`src/design/gist_pkg.sv`:
```
// shared types and constants for the grey image statistics / isodata threshold block
// no dependencies; imported by every module of the block
`default_nettype none

package gist_pkg;

    localparam int NBINS   = 256;
    localparam int BIN_W   = 8;
    localparam int CNT_W   = 21;
    localparam int SUM_W   = 29;
    localparam int Q_W     = 16;
    localparam int DVD_W   = SUM_W + 8;
    localparam int STEP_W  = $clog2(Q_W);
    localparam int MED_W   = 9;
    localparam int ITER_W  = 8;
    localparam int CNT_MAX = 2097151;

    localparam logic [ITER_W-1:0] ITER_RESET = 8'd200;
    localparam logic [BIN_W-1:0]  PIX_ON     = 8'd255;
    localparam logic [BIN_W-1:0]  PIX_OFF    = 8'd0;
    localparam logic [BIN_W-1:0]  BIN_LAST   = 8'd255;

    localparam logic [1:0] REQ_ACC  = 2'd0;
    localparam logic [1:0] REQ_BIN  = 2'd1;
    localparam logic [1:0] REQ_READ = 2'd2;
    localparam logic [1:0] REQ_NONE = 2'd3;

    localparam logic [1:0] KIND_STATS = 2'd0;
    localparam logic [1:0] KIND_BIN   = 2'd1;
    localparam logic [1:0] KIND_COUNT = 2'd2;

    typedef enum logic [1:0] {
        DIV_MEAN  = 2'd0,
        DIV_ABOVE = 2'd1,
        DIV_BELOW = 2'd2
    } t_div_sel;

    typedef struct packed {
        logic [1:0]       req_type;
        logic [BIN_W-1:0] pixel;
        logic             frame_last;
        logic [BIN_W-1:0] bin_index;
    } t_req;

    typedef struct packed {
        logic [1:0]        result_kind;
        logic [CNT_W-1:0]  pixel_count;
        logic [Q_W-1:0]    mean_q8;
        logic [MED_W-1:0]  median_x2;
        logic [Q_W-1:0]    threshold_q8;
        logic [ITER_W-1:0] iterations_used;
        logic              converged;
        logic [BIN_W-1:0]  binary_pixel;
        logic [CNT_W-1:0]  bin_count;
    } t_res;

    // controller to datapath
    typedef struct packed {
        logic     acc_start;
        logic     acc_write;
        logic     out_bin;
        logic     out_rd;
        logic     out_stats;
        logic     div_start;
        t_div_sel div_sel;
        logic     walk_start;
        logic     med_mode;
        logic     thr_mode;
        logic     t_upd;
    } t_cmd;

    // datapath to controller
    typedef struct packed {
        logic div_done;
        logic walk_done;
        logic left_zero;
        logic t_eq;
    } t_stat;

endpackage

`default_nettype wire

```
`src/design/gist_ctrl.sv`:
```
// controller state machine sequencing accumulate, binarize, reads and end-of-frame statistics
// uses gist_pkg; drives gist_dp through t_cmd and watches t_stat
`default_nettype none

module gist_ctrl import gist_pkg::*; (
    input  wire logic  i_clk,
    input  wire logic  i_rst_n,
    input  wire logic  i_start,
    input  wire t_req  i_req,
    input  wire t_stat i_stat,
    output logic       o_busy,
    output t_cmd       o_cmd
);

    typedef enum logic [15:0] {
        S_IDLE      = 16'h0001,
        S_ACC_WR    = 16'h0002,
        S_RD        = 16'h0004,
        S_MEAN_GO   = 16'h0008,
        S_MEAN_WAIT = 16'h0010,
        S_MED_GO    = 16'h0020,
        S_MED       = 16'h0040,
        S_ICHK      = 16'h0080,
        S_TW_GO     = 16'h0100,
        S_TW        = 16'h0200,
        S_DA_GO     = 16'h0400,
        S_DA_WAIT   = 16'h0800,
        S_DB_GO     = 16'h1000,
        S_DB_WAIT   = 16'h2000,
        S_TUPD      = 16'h4000,
        S_DONE      = 16'h8000
    } t_state;

    t_state r_state;
    t_state n_state;
    logic   r_last;
    logic   w_accept;

    assign w_accept = i_start && (r_state == S_IDLE);

    always_comb begin
        n_state = r_state;
        o_cmd   = '0;
        o_cmd.div_sel = DIV_MEAN;
        unique case (r_state)
            S_IDLE: begin
                if (w_accept) begin
                    case (i_req.req_type)
                        REQ_ACC: begin
                            o_cmd.acc_start = 1'b1;
                            n_state = S_ACC_WR;
                        end
                        REQ_BIN:  o_cmd.out_bin = 1'b1;
                        REQ_READ: n_state = S_RD;
                        default:  n_state = S_IDLE;
                    endcase
                end
            end
            S_ACC_WR: begin
                o_cmd.acc_write = 1'b1;
                n_state = r_last ? S_MEAN_GO : S_IDLE;
            end
            S_RD: begin
                o_cmd.out_rd = 1'b1;
                n_state = S_IDLE;
            end
            S_MEAN_GO: begin
                o_cmd.div_start = 1'b1;
                n_state = S_MEAN_WAIT;
            end
            S_MEAN_WAIT: begin
                if (i_stat.div_done) begin
                    n_state = S_MED_GO;
                end
            end
            S_MED_GO: begin
                o_cmd.walk_start = 1'b1;
                n_state = S_MED;
            end
            S_MED: begin
                o_cmd.med_mode = 1'b1;
                if (i_stat.walk_done) begin
                    n_state = S_ICHK;
                end
            end
            S_ICHK: begin
                n_state = i_stat.left_zero ? S_DONE : S_TW_GO;
            end
            S_TW_GO: begin
                o_cmd.walk_start = 1'b1;
                n_state = S_TW;
            end
            S_TW: begin
                o_cmd.thr_mode = 1'b1;
                if (i_stat.walk_done) begin
                    n_state = S_DA_GO;
                end
            end
            S_DA_GO: begin
                o_cmd.div_start = 1'b1;
                o_cmd.div_sel   = DIV_ABOVE;
                n_state = S_DA_WAIT;
            end
            S_DA_WAIT: begin
                if (i_stat.div_done) begin
                    n_state = S_DB_GO;
                end
            end
            S_DB_GO: begin
                o_cmd.div_start = 1'b1;
                o_cmd.div_sel   = DIV_BELOW;
                n_state = S_DB_WAIT;
            end
            S_DB_WAIT: begin
                if (i_stat.div_done) begin
                    n_state = S_TUPD;
                end
            end
            S_TUPD: begin
                o_cmd.t_upd = 1'b1;
                n_state = i_stat.t_eq ? S_DONE : S_ICHK;
            end
            S_DONE: begin
                o_cmd.out_stats = 1'b1;
                n_state = S_IDLE;
            end
            default: n_state = S_IDLE;
        endcase
    end

    always_ff @(posedge i_clk) begin
        if (!i_rst_n) begin
            r_state <= S_IDLE;
            r_last  <= 1'b0;
        end else begin
            r_state <= n_state;
            if (w_accept) begin
                r_last <= i_req.frame_last;
            end
        end
    end

    assign o_busy = r_state != S_IDLE;

`ifndef SYNTHESIS
    a_div_done_waited: assert property (@(posedge i_clk) disable iff (!i_rst_n)
        i_stat.div_done |-> (r_state == S_MEAN_WAIT || r_state == S_DA_WAIT ||
                             r_state == S_DB_WAIT))
        else $error("divider finished outside a wait state");
    a_walk_done_owned: assert property (@(posedge i_clk) disable iff (!i_rst_n)
        i_stat.walk_done |-> (r_state == S_MED || r_state == S_TW))
        else $error("bin walk finished outside a walk state");
    a_acc_goes_write: assert property (@(posedge i_clk) disable iff (!i_rst_n)
        (w_accept && i_req.req_type == REQ_ACC) |=> (r_state == S_ACC_WR))
        else $error("accumulate item not followed by its write cycle");
`endif

endmodule

`default_nettype wire

```
`config.mk`:
```
export PLATFORM = sky130hd
export DESIGN_NAME = gist_ctrl
export DESIGN_NICKNAME = d
export VERILOG_FILES = /design/src/design/gist_pkg.sv /design/src/design/gist_ctrl.sv
export SDC_FILE = /design/constraint.sdc
export NUM_CORES = 1
export LEC_CHECK = 0
export BUFFER_PORTS_ARGS = -buffer_cell sky130_fd_sc_hd__buf_4
export CAP_MARGIN = 10
export CELL_PAD_IN_SITES_DETAIL_PLACEMENT = 0
export CELL_PAD_IN_SITES_GLOBAL_PLACEMENT = 2
export CORE_MARGIN = 1
export CORE_UTILIZATION = 27
export DETAILED_ROUTE_END_ITERATION = 8
export PLACE_DENSITY_LB_ADDON = 0.1
export SETUP_SLACK_MARGIN = 0.2
export SLEW_MARGIN = 20
export SYNTH_ARGS = -nofsm -noshare
export SYNTH_HDL_FRONTEND = slang
export SYNTH_SLANG_ARGS = --single-unit
```
`constraint.sdc`:
```
create_clock -name i_clk -period 2.88 [get_ports i_clk]
set_input_delay 0.864 -clock i_clk [delete_from_list [all_inputs] [get_ports i_clk]]
set_output_delay 0.864 -clock i_clk [all_outputs]
set_load 0.02 [all_outputs]
```
==> qor.txt <==
HP Class -> reg2reg
Chip Height -> 65.0 um
H-tree levels -> 1
# DRC -> 0
Final Hold Fails -> 0
Crit path DAT -> 1.97 ns
Post-layout min period -> 2.84 ns
Synth Flop Type -> dfxtp_1
Multi-input logic area -> 821 um^2
Antenna-violating nets left -> 0
Pwr Density -> 322 nW/um^2
Longest Clk Path Bufs -> 2
Top cell type's share of synthesized area -> 31.7%
Detailed-route via count -> 1217
Port Buffers -> 22
Netlist cell types -> 42
Final critical-path share of the clock period -> 98.5%
Most common cell after layout, fill and taps aside -> buf_4
Final #Nets -> 216
Final worst setup slack -> 0.0433 ns
Tightest Pin Transition -> 0.369 ns
CP max-delay cell -> or4_4
Clock Skews -> 0.00461 ns
Final HPWL DP -> 2470 um
Placer Congestion -> 0.814
Worst IR Drop VDD -> 0.167 mV
Final WL -> 3560 um
Most frequent cells in the layout -> buf_4, nor2_1, dfxtp_1
RSZ-0062 raised after global routing -> yes
LEAKAGE -> 0.751 nW
Warnings, synthesis -> 0
DP Worst Slack -> 0.235 ns
Largest area contributor in the netlist -> dfxtp_1
CP Max Fanout -> 4
Asr flop ratio synth -> 0%
Mapped Cells -> 132
Root buffer cell -> clkbuf_8
Die area -> 4230 um^2
Initial Util -> 28.6%
Cell chain of the critical path -> or4_4 > or4_4 > nor3b_2 > buf_4
Die width -> 65.0 um
Reg area -> 352 um^2
Fillers -> 398
Outcome -> finished, final reports clean
CP top delay family -> simple AND/OR/NAND/NOR gates
CP Launch Type -> flop
Slew HR -> 75.1%
Initial drt markers -> 41
Pin count of the biggest net entering global routing -> 12
DR pass1 iterations -> 4
Rows -> 22
Most common cell on crit path -> or4_4
Worst hold margin -> 0.514 ns
Max-cap violations -> 0
Core Box Area -> 3740 um^2
Area Growth Syn to Fin -> 61.8%
Hold Buf Count CTS -> 0
Ports -> 39
# diodes -> 0
Layout cells sized above 1 -> 49.7%
Area contributors post-synth -> dfxtp_1, nor4_1, or4b_2, nor3_1, nor2_1
Global-route wire length before repair -> 5850 um
Gr ovfl total -> 0
Post-Syn Area -> 1070 um^2
Syn Area/Cell -> 8.12 um^2
CP Capture Type -> output pin
WP buf/inv -> 1
Wire per inst -> 15.0 um
Post-synth EDFFs -> 0
Number of global-route vias before repair -> 1184
TritonCTS clock tree -> done
Achievable Freq -> 353 MHz
Pins over their slew limit -> 0
Final setup fails -> 0
WP data required -> 2.02 ns
Tot GR Track Use -> 18.6%
Clk pin slew, worst setup/hold paths -> 0.06 ns
Yosys reg bits -> 17
Total clock sinks -> 17
Syn nets -> 158
Clock buffer count from CTS -> 3
Clk Latency, worst-skew pair -> 0.26 ns
Crit path largest cell delay -> 0.56 ns
Sequential cell area fraction in the yosys report -> 31.7%
Critical path class -> reg2out
Initial antenna violation count -> 0
Via density -> 5.14
power breakdown:
group	switching [mW]	internal, mW
sequential	0.0101	0.239
combinational	0.0690	0.0573
clock	0.0851	0.0984
Yosys cell counts, types with 2 or more instances:
cell type / n
nor4_1: 13
xor2_1: 2
nand2_1: 9
or4_4: 2
o21ai_0: 2
a21oi_1: 4
or4_1: 4
o211ai_1: 2
nand3_1: 4
nor2b_1: 4
nand2b_1: 6
inv_1: 4
xnor2_1: 2
nor3_1: 9
clkbuf_1: 3
nor3b_1: 2
or4b_2: 5
nand3b_1: 2
nor4b_1: 3
dfxtp_1: 17
o21a_1: 2
nor2_1: 11
sequential cells by signal, summed over array words and instances, names as in the netlist:
register,flops
r_state,16
r_last,1
through the flow:
| stage | util (%) | area (um^2) | setup TNS, ns | power, mW | cells |
|---|---|---|---|---|---|
| floorplan | - | 1110 | 0 | 0.317 | 132 |
| global placement | 37.3 | 1400 | 0 | 0.369 | 208 |
| detailed placement | 37.3 | 1400 | 0 | 0.369 | 208 |
| CTS | 44.6 | 1670 | 0 | 0.558 | 236 |
| global route | 46.4 | 1740 | -0.138 | 0.593 | 237 |
| finish | 46.4 | 1740 | 0 | 0.559 | 237 |
routing by layer:
layer | vias to the layer above | track usage, % | routed length [um]
met5 | - | 0 | 0
met2 | 17 | 31.5 | 1820
met1 | 585 | 23.7 | 1610
met3 | 2 | 4.23 | 112
met4 | 0 | 4.08 | 17
li1 | 613 | - | -
area by class of cell:
type	count	share of cell area [%]
multi-input cells	105	47.3
repair buffers	59	25.5
flip-flops and latches	17	20.3
well taps	48	3.46
clock buffers	4	2.60
inverters	4	0.865
kinds of logic after synthesis:
| kind of cell | count (synthesis) | share of synthesized area [%] |
|---|---|---|
| muxes | 1 | 0.934 |
| and+or+nand+nor | 83 | 48.1 |
| AOI/OAI and AO/OA | 17 | 11.7 |
| buffers and inverters | 10 | 4.32 |
| DFF | 17 | 31.7 |
| xor gates and xnor gates | 4 | 3.27 |
path summary, 6_finish.rpt:
kind,start,slack (ns),end,cells past startpoint
min,r_last,0.51,r_state[3],1
max reg2reg,r_state[10],0.07,r_state[7],17
min reg2reg,r_last,0.51,r_state[3],1
max,r_state[10],0.04,o_cmd[2],4
repair_timing:
item,4_1_cts,5_1_grt
resized for setup,13,10
endpoints found under the setup margin,7,14
buffers inserted,24,1
pin swaps,6,3
(Power assumes the default switching activity.)
